**config.mk**
```make
export PLATFORM = sky130hd
export DESIGN_NAME = keyframe_servo_interpolator
export DESIGN_NICKNAME = d
export VERILOG_FILES = /design/src/rtl/kfi_pkg.sv /design/src/rtl/kfi_kf_mem.sv /design/src/rtl/kfi_interp.sv /design/src/rtl/keyframe_servo_interpolator.sv
export SDC_FILE = /design/constraint.sdc
export NUM_CORES = 2
export LEC_CHECK = 0
export BUFFER_PORTS_ARGS = -buffer_cell sky130_fd_sc_hd__buf_4
export CAP_MARGIN = 5
export CELL_PAD_IN_SITES_DETAIL_PLACEMENT = 1
export CELL_PAD_IN_SITES_GLOBAL_PLACEMENT = 1
export CORE_MARGIN = 2
export CORE_UTILIZATION = 52
export DETAILED_ROUTE_END_ITERATION = 10
export PLACE_DENSITY_LB_ADDON = 0.12
export SYNTH_ARGS = -nofsm -noshare
export SYNTH_HDL_FRONTEND = slang
export SYNTH_SLANG_ARGS = --single-unit
```
**constraint.sdc**
```tcl
create_clock -name clk -period 7.9 [get_ports clk]
set_input_delay 0 -clock clk [delete_from_list [all_inputs] [get_ports clk]]
set_output_delay 0 -clock clk [all_outputs]
set_load 0.1 [all_outputs]
```
**src/rtl/kfi_pkg.sv**
```systemverilog
// Shared types, constants and helpers of the keyframe servo interpolator.
package kfi_pkg;

	localparam int ACTUATORS_DEF = 8;
	localparam int STEPS_DEF     = 16;
	localparam int MAX_OUT       = 8;

	localparam int PULSE_W = 10;
	localparam int TICK_W  = 16;
	localparam int PROD_W  = PULSE_W + TICK_W;

	localparam int IN_DATA_W  = 24;
	localparam int OUT_DATA_W = 24;
	localparam int USER_W     = 2;

	localparam logic [PULSE_W-1:0] PULSE_MIN = 10'd120;
	localparam logic [PULSE_W-1:0] PULSE_MAX = 10'd800;
	localparam logic [7:0]         ANGLE_MAX = 8'd180;
	// ceil(65536 * 680 / 180): exact after >> 16 for angles up to 180
	localparam logic [17:0]        ANGLE_SCALE = 18'd247581;

	// register indexes on the configuration port
	localparam logic [1:0] REG_STEP_COUNT     = 2'd0;
	localparam logic [1:0] REG_ACTUATOR_COUNT = 2'd1;
	localparam logic [1:0] REG_STEP_TICKS     = 2'd2;
	localparam logic [1:0] REG_RUN            = 2'd3;

	localparam logic [4:0]        STEP_COUNT_RST = 5'd4;
	localparam logic [TICK_W-1:0] STEP_TICKS_RST = 16'd250;

	typedef enum logic [USER_W-1:0] {
		OP_KEYFRAME = 2'd0,
		OP_CHANNEL  = 2'd1,
		OP_TICK     = 2'd2
	} op_t;

	typedef struct packed {
		logic               start;
		logic [PULSE_W-1:0] cur;
		logic [PULSE_W-1:0] nxt;
		logic [TICK_W-1:0]  ph;
		logic [TICK_W-1:0]  ticks;
	} interp_req_t;

	typedef struct packed {
		logic               done;
		logic [PULSE_W-1:0] pulse;
	} interp_rsp_t;

	// 120 + angle*680/180, truncated, angle saturated at 180
	function automatic logic [PULSE_W-1:0] angle_to_pulse(input logic [7:0] angle);
		logic [7:0]  a;
		logic [25:0] p;
		a = (angle > ANGLE_MAX) ? ANGLE_MAX : angle;
		p = 26'(a) * 26'(ANGLE_SCALE);
		return PULSE_MIN + p[25:16];
	endfunction

endpackage

```
**src/rtl/kfi_kf_mem.sv**
```systemverilog
// Keyframe store: one write and one registered read port, cleared after reset.
module kfi_kf_mem import kfi_pkg::*; #(
	parameter int ACTUATORS = ACTUATORS_DEF,
	parameter int STEPS     = STEPS_DEF
) (
	input  logic clk,
	input  logic arst_n,
	input  logic wr_en,
	input  logic [((ACTUATORS > 1) ? $clog2(ACTUATORS) : 1) + $clog2(STEPS)-1:0] wr_addr,
	input  logic [PULSE_W-1:0] wr_data,
	input  logic [((ACTUATORS > 1) ? $clog2(ACTUATORS) : 1) + $clog2(STEPS)-1:0] rd_addr,
	output logic [PULSE_W-1:0] rd_data,
	output logic clearing
);

	localparam int AW     = (ACTUATORS > 1) ? $clog2(ACTUATORS) : 1;
	localparam int SW     = $clog2(STEPS);
	localparam int ADDR_W = AW + SW;
	localparam int DEPTH  = 1 << ADDR_W;

	logic [PULSE_W-1:0] mem [DEPTH];
	logic [ADDR_W-1:0]  clr_q;
	logic               clearing_q;
	logic [PULSE_W-1:0] rd_data_q;

	// sweep every entry to the rest pulse once after reset
	always_ff @(posedge clk or negedge arst_n) begin
		if (!arst_n) begin
			clr_q      <= '0;
			clearing_q <= 1'b1;
		end else if (clearing_q) begin
			clr_q <= clr_q + 1'b1;
			if (clr_q == '1) begin
				clearing_q <= 1'b0;
			end
		end
	end

	always_ff @(posedge clk) begin
		if (clearing_q) begin
			mem[clr_q] <= PULSE_MIN;
		end else if (wr_en) begin
			mem[wr_addr] <= wr_data;
		end
		rd_data_q <= mem[rd_addr];
	end

	assign rd_data  = rd_data_q;
	assign clearing = clearing_q;

endmodule

```
**src/rtl/kfi_interp.sv**
```systemverilog
// Bit-serial interpolation unit: shift-add multiply then restoring divide.
module kfi_interp import kfi_pkg::*; (
	input  logic        clk,
	input  logic        arst_n,
	input  interp_req_t req,
	output interp_rsp_t rsp
);

	localparam int CNT_W = $clog2(PULSE_W);

	typedef enum logic [1:0] {
		I_IDLE,
		I_MUL,
		I_DIV,
		I_FIN
	} istate_t;

	istate_t            state_q;
	logic [CNT_W-1:0]   cnt_q;
	logic [PROD_W-1:0]  acc_q;
	logic [PULSE_W-1:0] mq_q;
	logic [PULSE_W-1:0] cur_q;
	logic               neg_q;
	logic               done_q;
	logic [PULSE_W-1:0] pulse_q;

	logic [TICK_W:0]    trial;
	logic [TICK_W:0]    diff;
	logic               ge;
	logic [TICK_W-1:0]  new_rem;
	logic [PULSE_W-1:0] quo;
	logic               rem_nz;

	// one quotient bit per cycle: the remainder sits above the dividend bits
	assign trial   = {acc_q[PROD_W-1:PULSE_W], acc_q[PULSE_W-1]};
	assign diff    = trial - {1'b0, req.ticks};
	assign ge      = (trial >= {1'b0, req.ticks});
	assign new_rem = ge ? diff[TICK_W-1:0] : trial[TICK_W-1:0];
	assign quo     = acc_q[PULSE_W-1:0];
	assign rem_nz  = (acc_q[PROD_W-1:PULSE_W] != '0);

	always_ff @(posedge clk or negedge arst_n) begin
		if (!arst_n) begin
			state_q <= I_IDLE;
			cnt_q   <= '0;
			acc_q   <= '0;
			mq_q    <= '0;
			cur_q   <= '0;
			neg_q   <= 1'b0;
			done_q  <= 1'b0;
			pulse_q <= '0;
		end else begin
			done_q <= (state_q == I_FIN);
			unique case (state_q)
				I_IDLE: begin
					if (req.start) begin
						cur_q   <= req.cur;
						neg_q   <= (req.nxt < req.cur);
						mq_q    <= (req.nxt < req.cur) ? req.cur - req.nxt : req.nxt - req.cur;
						acc_q   <= '0;
						cnt_q   <= '0;
						state_q <= I_MUL;
					end
				end
				I_MUL: begin
					acc_q <= {acc_q[PROD_W-2:0], 1'b0}
						+ (mq_q[PULSE_W-1] ? PROD_W'(req.ph) : '0);
					mq_q  <= {mq_q[PULSE_W-2:0], 1'b0};
					if (cnt_q == CNT_W'(PULSE_W - 1)) begin
						cnt_q   <= '0;
						state_q <= I_DIV;
					end else begin
						cnt_q <= cnt_q + 1'b1;
					end
				end
				I_DIV: begin
					acc_q <= {new_rem, acc_q[PULSE_W-2:0], ge};
					if (cnt_q == CNT_W'(PULSE_W - 1)) begin
						cnt_q   <= '0;
						state_q <= I_FIN;
					end else begin
						cnt_q <= cnt_q + 1'b1;
					end
				end
				I_FIN: begin
					// a falling ramp rounds down, so a non-zero remainder takes one more
					pulse_q <= neg_q ? cur_q - quo - PULSE_W'(rem_nz) : cur_q + quo;
					state_q <= I_IDLE;
				end
				default: state_q <= I_IDLE;
			endcase
		end
	end

	assign rsp.done  = done_q;
	assign rsp.pulse = pulse_q;

endmodule

```
**src/rtl/keyframe_servo_interpolator.sv**
```systemverilog
// Top level of the keyframe servo interpolator: control, tables and stream ports.
//
//  channel | direction | handshake            | content
//  --------+-----------+----------------------+------------------------------------------
//  s_      | in        | s_tvalid / s_tready  | one request: keyframe load, channel load, tick
//  m_      | out       | m_tvalid / m_tready  | one pulse per active actuator, tlast on last
//  cfg_    | in        | cfg_wen only         | register write, no wait, no read-back
//
// In a running tick each driven actuator reads two keyframes from the single read port,
// the serial unit multiplies, divides and finishes, and the pulse is emitted; a final
// state then advances the phase and the step. After reset the keyframe store is swept
// to the rest pulse, one entry a cycle, 2**(clog2(ACTUATORS)+clog2(STEPS)) entries
// (128 at default size); s_tready stays low.
// A stalled m_ side holds the unit in its emit state; requests wait until the tick ends.
module keyframe_servo_interpolator import kfi_pkg::*; #(
	parameter int ACTUATORS = ACTUATORS_DEF,
	parameter int STEPS     = STEPS_DEF
) (
	input  logic                  clk,
	input  logic                  arst_n,
	input  logic                  s_tvalid,
	output logic                  s_tready,
	// actuator_index[2:0], step_index[6:3], angle[14:7], channel[18:15], zero fill
	input  logic [IN_DATA_W-1:0]  s_tdata,
	// op[1:0]
	input  logic [USER_W-1:0]     s_tuser,
	output logic                  m_tvalid,
	input  logic                  m_tready,
	// actuator_out[2:0], channel_out[6:3], pulse[18:7], zero fill
	output logic [OUT_DATA_W-1:0] m_tdata,
	output logic                  m_tlast,
	input  logic                  cfg_wen,
	input  logic [1:0]            cfg_index,
	input  logic [TICK_W-1:0]     cfg_data
);

	localparam int AW     = (ACTUATORS > 1) ? $clog2(ACTUATORS) : 1;
	localparam int SW     = $clog2(STEPS);
	localparam int ADDR_W = AW + SW;
	localparam int NMAX   = (ACTUATORS < MAX_OUT) ? ACTUATORS : MAX_OUT;

	typedef enum logic [2:0] {
		S_IDLE,
		S_RD_CUR,
		S_RD_NXT,
		S_START,
		S_CALC,
		S_EMIT,
		S_ADV
	} state_t;

	// configuration registers
	logic [4:0]        step_count_q;
	logic [3:0]        actuator_count_q;
	logic [TICK_W-1:0] step_ticks_q;
	logic              run_q;

	// pattern position and per-tick working registers
	state_t             state_q;
	logic [SW-1:0]      step_q;
	logic [TICK_W-1:0]  phase_q;
	logic [AW-1:0]      act_q;
	logic [SW-1:0]      cs_q;
	logic [SW-1:0]      nx_q;
	logic [TICK_W-1:0]  ph_q;
	logic [TICK_W-1:0]  tk_q;
	logic [3:0]         n_q;
	logic [PULSE_W-1:0] cur_q;

	// output register
	logic               m_tvalid_q;
	logic [2:0]         act_out_q;
	logic [3:0]         chan_out_q;
	logic [11:0]        pulse_out_q;
	logic               last_q;

	logic [3:0] chan_q [ACTUATORS];

	// request fields
	op_t        in_op;
	logic [2:0] in_act;
	logic [3:0] in_stp;
	logic [7:0] in_angle;
	logic [3:0] in_chan;
	logic       s_accept;

	assign in_op    = op_t'(s_tuser);
	assign in_act   = s_tdata[2:0];
	assign in_stp   = s_tdata[6:3];
	assign in_angle = s_tdata[14:7];
	assign in_chan  = s_tdata[18:15];

	// keyframe store and serial unit
	logic               clearing;
	logic               kf_we;
	logic [ADDR_W-1:0]  kf_waddr;
	logic [ADDR_W-1:0]  kf_raddr;
	logic [PULSE_W-1:0] kf_rdata;
	interp_req_t        ireq;
	interp_rsp_t        irsp;

	assign s_tready = (state_q == S_IDLE) && !clearing;
	assign s_accept = s_tvalid && s_tready;

	// drop loads aimed outside the tables
	assign kf_we    = s_accept && (in_op == OP_KEYFRAME)
		&& (32'(in_act) < ACTUATORS) && (32'(in_stp) < STEPS);
	assign kf_waddr = {AW'(in_act), SW'(in_stp)};
	assign kf_raddr = {act_q, (state_q == S_RD_NXT) ? nx_q : cs_q};

	kfi_kf_mem #(
		.ACTUATORS(ACTUATORS),
		.STEPS    (STEPS)
	) u_mem (
		.clk     (clk),
		.arst_n  (arst_n),
		.wr_en   (kf_we),
		.wr_addr (kf_waddr),
		.wr_data (angle_to_pulse(in_angle)),
		.rd_addr (kf_raddr),
		.rd_data (kf_rdata),
		.clearing(clearing)
	);

	assign ireq.start = (state_q == S_START);
	assign ireq.cur   = cur_q;
	assign ireq.nxt   = kf_rdata;
	assign ireq.ph    = ph_q;
	assign ireq.ticks = tk_q;

	kfi_interp u_interp (
		.clk   (clk),
		.arst_n(arst_n),
		.req   (ireq),
		.rsp   (irsp)
	);

	// effective settings for the tick being accepted
	logic [4:0]        sc;
	logic [4:0]        steps_eff;
	logic [SW-1:0]     cs;
	logic [SW-1:0]     nx;
	logic [TICK_W-1:0] tk;
	logic [TICK_W-1:0] ph;
	logic [3:0]        n;
	logic              emit_last;
	logic              out_free;

	always_comb begin
		sc        = (step_count_q == 5'd0) ? 5'd1 : step_count_q;
		steps_eff = (32'(sc) > STEPS) ? 5'(STEPS) : sc;
		// a step left beyond a shortened pattern restarts at step zero
		cs        = (32'(step_q) >= 32'(steps_eff)) ? '0 : step_q;
		nx        = ((32'(cs) + 32'd1) >= 32'(steps_eff)) ? '0 : SW'(32'(cs) + 32'd1);
		tk        = (step_ticks_q == '0) ? 16'd1 : step_ticks_q;
		ph        = (phase_q >= tk) ? tk - 16'd1 : phase_q;
		n         = (32'(actuator_count_q) > NMAX) ? 4'(NMAX) : actuator_count_q;
	end

	assign emit_last = ((32'(act_q) + 32'd1) == 32'(n_q));
	assign out_free  = !m_tvalid_q || m_tready;

	// configuration writes
	always_ff @(posedge clk or negedge arst_n) begin
		if (!arst_n) begin
			step_count_q     <= STEP_COUNT_RST;
			actuator_count_q <= '0;
			step_ticks_q     <= STEP_TICKS_RST;
			run_q            <= 1'b0;
		end else if (cfg_wen) begin
			unique case (cfg_index)
				REG_STEP_COUNT:     step_count_q     <= cfg_data[4:0];
				REG_ACTUATOR_COUNT: actuator_count_q <= cfg_data[3:0];
				REG_STEP_TICKS:     step_ticks_q     <= cfg_data;
				REG_RUN:            run_q            <= cfg_data[0];
				default: ;
			endcase
		end
	end

	// channel table: small, read at the working actuator only
	always_ff @(posedge clk or negedge arst_n) begin
		if (!arst_n) begin
			for (int i = 0; i < ACTUATORS; i++) begin
				chan_q[i] <= '0;
			end
		end else if (s_accept && (in_op == OP_CHANNEL) && (32'(in_act) < ACTUATORS)) begin
			chan_q[AW'(in_act)] <= in_chan;
		end
	end

	// sequencer and output register
	always_ff @(posedge clk or negedge arst_n) begin
		if (!arst_n) begin
			state_q     <= S_IDLE;
			step_q      <= '0;
			phase_q     <= '0;
			act_q       <= '0;
			cs_q        <= '0;
			nx_q        <= '0;
			ph_q        <= '0;
			tk_q        <= 16'd1;
			n_q         <= '0;
			cur_q       <= '0;
			m_tvalid_q  <= 1'b0;
			act_out_q   <= '0;
			chan_out_q  <= '0;
			pulse_out_q <= '0;
			last_q      <= 1'b0;
		end else begin
			// the emit state reloads the output register itself
			if (m_tvalid_q && m_tready && (state_q != S_EMIT)) begin
				m_tvalid_q <= 1'b0;
			end
			unique case (state_q)
				S_IDLE: begin
					if (s_accept && (in_op == OP_TICK)) begin
						if (!run_q) begin
							// stopped: rewind and give nothing
							step_q  <= '0;
							phase_q <= '0;
						end else begin
							cs_q    <= cs;
							nx_q    <= nx;
							ph_q    <= ph;
							tk_q    <= tk;
							n_q     <= n;
							act_q   <= '0;
							state_q <= (n == 4'd0) ? S_ADV : S_RD_CUR;
						end
					end
				end
				S_RD_CUR: state_q <= S_RD_NXT;
				S_RD_NXT: begin
					// read data now holds the current keyframe
					cur_q   <= kf_rdata;
					state_q <= S_START;
				end
				S_START: state_q <= S_CALC;
				S_CALC: begin
					if (irsp.done) begin
						state_q <= S_EMIT;
					end
				end
				S_EMIT: begin
					if (out_free) begin
						m_tvalid_q  <= 1'b1;
						act_out_q   <= 3'(act_q);
						chan_out_q  <= chan_q[act_q];
						pulse_out_q <= 12'(irsp.pulse);
						last_q      <= emit_last;
						if (emit_last) begin
							state_q <= S_ADV;
						end else begin
							act_q   <= act_q + 1'b1;
							state_q <= S_RD_CUR;
						end
					end
				end
				S_ADV: begin
					// advance the phase; at the end of a segment move to the next step
					if (ph_q == tk_q - 16'd1) begin
						phase_q <= '0;
						step_q  <= nx_q;
					end else begin
						phase_q <= ph_q + 16'd1;
						step_q  <= cs_q;
					end
					state_q <= S_IDLE;
				end
				default: state_q <= S_IDLE;
			endcase
		end
	end

	assign m_tvalid = m_tvalid_q;
	assign m_tdata  = {5'd0, pulse_out_q, chan_out_q, act_out_q};
	assign m_tlast  = last_q;

endmodule

```
==> impl_metrics.py <==
metrics = {
    "global_route": {
        "track_usage_pct": 29.6,
        "grt_first_pass_wirelength_um": 306000,
        "grt_use_met1_pct": 38.4,
        "grt.overflow.total": 0,
        "met2_usage_pct": 50.1,
        "busiest_layer": "met2",
        "antenna_found_initial": 11,
        "use_met3_pct": 4.16,
        "grt_start_max_net_pins": 149,
        "first_global_vias": 49511,
    },
    "setup_path": {
        "required_ns": 8.41,
        "r2r_cells": 9,
        "worst_r2r_startpoint": "state_q[0]",
        "crit_path_top_delay_cell": "nand2_4",
        "cp_slowest_stage_delay_ns": 0.61,
        "path_buf_inv": 4,
        "reg2reg_slack_ns": 2.40,
        "cp_max_fo": 101,
        "critical_path_class": "input pin to flop",
        "crit_family": "adder cells",
        "cp-start-kind": "input pin",
        "arrival_ns": 6.81,
        "crit_chain": "buf_4 > o21ai_0 > a21oi_1 > o21ai_0 > nand2b_1 > ha_1 > inv_1 > fa_1 > inv_1 > fa_1 > fa_1 > ha_1 > and4_1 > a41oi_1 > o21ai_1 > a211oi_1 > a21oi_1 > a21o_1 > xnor2_1 > ha_1 > xnor2_1 > xnor2_1 > nand2_4 > buf_4",
        "regToRegEndpoint": "u_mem.mem[127][2]",
        "crit_path_end_kind": "flop",
    },
    "placed_design": {
        "gp_congestion": 0.840,
        "dpl.cell_count": 7414,
        "port_buffers": 63,
        "dp_hpwl_um": 122000,
    },
    "clock_network": {
        "clk_latency_ns": 0.80,
        "cts_setup_buffers": 0,
        "cts_tree": "yes",
        "clk_pin_slew_ns": 0.06,
        "cts_resized": 0,
        "htree_levels": 4,
        "clk_path_buf_depth": 3,
        "hold_buffers": 60,
        "cts.sinks": 1519,
        "cts_root_buf": "clkbuf_16",
        "cts_buffers": 162,
    },
    "sta": {
        "finalCriticalPeriod_ns": 6.30,
        "fin_skew_ns": 0.0408,
        "setup_violations": 0,
        "clock.fmax_mhz": 159,
        "hold_viol": 0,
        "rsz0062_at_grt": "false",
        "period_share_pct": 79.7,
        "relSlewSlack_pct": 11.6,
        "worst_pin_slew_ns": 1.29,
        "slew_viol_final": 0,
    },
    "drt": {
        "vias_per_cell": 6.09,
        "ant_nets": 0,
        "wl_per_cell_um": 25.9,
        "dr.pass1.iters": 5,
        "drt_iter0_markers": 3733,
        "routed_wl_um": 201000,
        "drc": 0,
        "num_vias": 47300,
    },
    "power": {
        "pwr_density_cell_nw_per_um2": 375,
        "leakagePower_uw": 0.0290,
        "peakVddDrop_uv": 301,
    },
    "synthesis": {
        "syn-cell-area_um2": 69100,
        "synth_enable_flop_cells": 1280,
        "synth.ff_latch_count": 1519,
        "ys.flop_type": "edfxtp_1",
        "synth_area_per_cell_um2": 11.8,
        "yosysWarnings": 0,
        "postSynthCellCount": 5876,
        "yosysUniqueCellTypes": 85,
        "synthArstFlopShare_pct": 15.1,
        "ys_seq_area_share_pct": 64.2,
    },
    "final_layout": {
        "drive_above_1_share_pct": 9.11,
        "fin_cells": 7773,
        "n_fill_cell": 13212,
        "area_growth_pct": 11.6,
        "fin_util_pct": 58.6,
        "nets": 6139,
    },
    "floorplan": {
        "ios": 76,
        "core_area_um2": 132000,
        "initial_core_util_pct": 52.5,
        "rows": 133,
        "die_w_um": 369,
        "die_h_um": 369,
        "dieArea_um2": 136000,
    },
    "run": {
        "maxCapViolCount": 0,
    },
    "run_status": {
        "status": "completed",
    },
    "worst_hold_path": {
        "whs_path_depth": 3,
        "holdPathEnd": "chan_q[14]",
        "worstHoldStart": "s_tdata[17]",
        "hold_path.class": "input pin to flop",
    },
}
layout make-up:
type / count / area, µm² / area share (%)
Clock inverter: 82 / 870 / 1.13
Sequential cell: 1519 / 44400 / 57.6
Tap cell: 1755 / 2200 / 2.85
Inverter: 173 / 649 / 0.842
Antenna cell: 2 / 5.00 / 0.00649
Timing Repair Buffer: 212 / 2030 / 2.63
Clock buffer: 215 / 4300 / 5.58
Multi-Input combinational cell: 3815 / 22700 / 29.4
worst register-to-register path, cell delays in order (launching register included):
cell	delay, ns
dfrtp_1	0.53
nor4_1	0.76
and3b_1	0.41
nor2b_4	0.84
mux2i_1	0.18
buf_4	0.22
nand2b_1	0.24
nand2b_1	0.60
buf_4	0.41
nor2_1	0.93
power by group:
group          total, µW  leakage, µW  switching, µW  internal [µW]
Sequential          9900       0.0146            503           9400
Combinational      11500       0.0119           7940           3610
Clock               7460      0.00249           3280           4170
Total              28900       0.0290          11700          17200
Yosys cell counts (all sizes together), types with 16 or more instances:
master / instances / area share, %
nand3: 399 / 2.9
ha: 174 / 3.2
xor2: 51 / 0.65
o21ai: 168 / 1.2
xnor2: 70 / 0.89
nor2: 245 / 1.3
fa: 33 / 0.96
dfrtp: 220 / 8.0
edfxtp: 1280 / 56
and2: 23 / 0.21
a211oi: 22 / 0.24
a311oi: 205 / 2.6
mux2: 95 / 1.6
mux4: 20 / 0.65
or2: 30 / 0.27
a21oi: 84 / 0.61
nand4: 16 / 0.14
buf: 148 / 1.1
nor3: 56 / 0.41
or3: 18 / 0.16
clkbuf: 227 / 1.2
a22oi: 23 / 0.25
nor2b: 22 / 0.20
nand2: 1463 / 7.9
a21o: 35 / 0.38
a31oi: 115 / 1.0
nand2b: 33 / 0.30
mux2i: 39 / 0.59
and3: 182 / 1.6
inv: 173 / 0.94
routing by layer:
layer,part of all wire [%],vias to the layer above,wire length (µm)
met5,0.013,-,27
met1,41,24202,81800
met4,3.9,4,7880
li1,-,21274,-
met2,50,1431,100000
met3,5.5,389,11100
cell families (layout without fill, tap and decap cells):
| family | after synthesis | in the layout | synth area share, % |
|---|---|---|---|
| and+or+nand+nor | 2537 | 2537 | 16.1 |
| DFF | 1519 | 1519 | 64.2 |
| AOI/OAI and AO/OA | 789 | 789 | 8.01 |
| buffers and inverters | 548 | 682 | 3.28 |
| adders and majority gates | 207 | 207 | 4.11 |
| muxes | 154 | 154 | 2.79 |
| xor gates and xnor gates | 121 | 121 | 1.53 |
| other | 1 | 9 | 0.00543 |
stage by stage:
step	instance area [µm²]	setup slack (ns)	hold WS (ns)	setup TNS (ns)	power, µW
after CTS	77100	1.62	0.0199	0	29000
after detailed placement	71300	0.778	0.0837	0	21500
after floorplan	69100	-0.532	-0.296	-203.26	17500
final	77100	1.60	0.0726	0	28900
after global routing	77100	1.08	0.0656	0	30300
after global placement	71300	0.935	0.0776	0	21100
sequential cells by signal (all words and copies together) (netlist names), 4 cells and up:
register / cells
pulse_out_q: 10
step_ticks_q: 16
step_count_q: 5
u_mem.rd_data: 10
actuator_count_q: 4
ph_q: 16
u_mem.mem: 1280
cur_q: 10
n_q: 4
chan_out_q: 4
u_interp.cur_q: 10
u_interp.mq_q: 10
phase_q: 16
u_interp.pulse_q: 10
cs_q: 4
step_q: 4
nx_q: 4
u_mem.clr_q: 7
chan_q: 32
u_interp.acc_q: 26
u_interp.cnt_q: 4
tk_q: 16
worst max-delay path by stage:
stage / start / end / slack (ns) / depth (start not counted)
after global routing: s_tdata[7] / u_mem.mem[90][5] / 1.08 / 24
final: s_tdata[7] / u_mem.mem[95][5] / 1.60 / 24
after global placement: s_tdata[7] / u_mem.mem[92][5] / 0.94 / 24
after CTS: s_tdata[7] / u_mem.mem[93][5] / 1.62 / 24
after floorplan: state_q[1] / u_mem.mem[0][2] / -0.53 / 7
after detailed placement: s_tdata[7] / u_mem.mem[94][5] / 0.78 / 24
cell usage in the layout, fill, tap and decap left out, drive strengths merged, types with 23 or more instances in the layout:
| master | instances |
|---|---|
| nand2 | 1463 |
| edfxtp | 1280 |
| nand3 | 399 |
| nor2 | 245 |
| dfrtp | 220 |
| clkbuf | 215 |
| a311oi | 205 |
| and3 | 182 |
| inv | 178 |
| ha | 174 |
| o21ai | 168 |
| buf | 153 |
| a31oi | 115 |
| mux2 | 95 |
| a21oi | 84 |
| xnor2 | 70 |
| clkinv | 64 |
| dlygate4sd3 | 59 |
| nor3 | 56 |
| xor2 | 51 |
| mux2i | 39 |
| a21o | 35 |
| fa | 33 |
| nand2b | 33 |
| or2 | 30 |
| and2 | 23 |
| a22oi | 23 |
(Power assumes the default switching activity.)
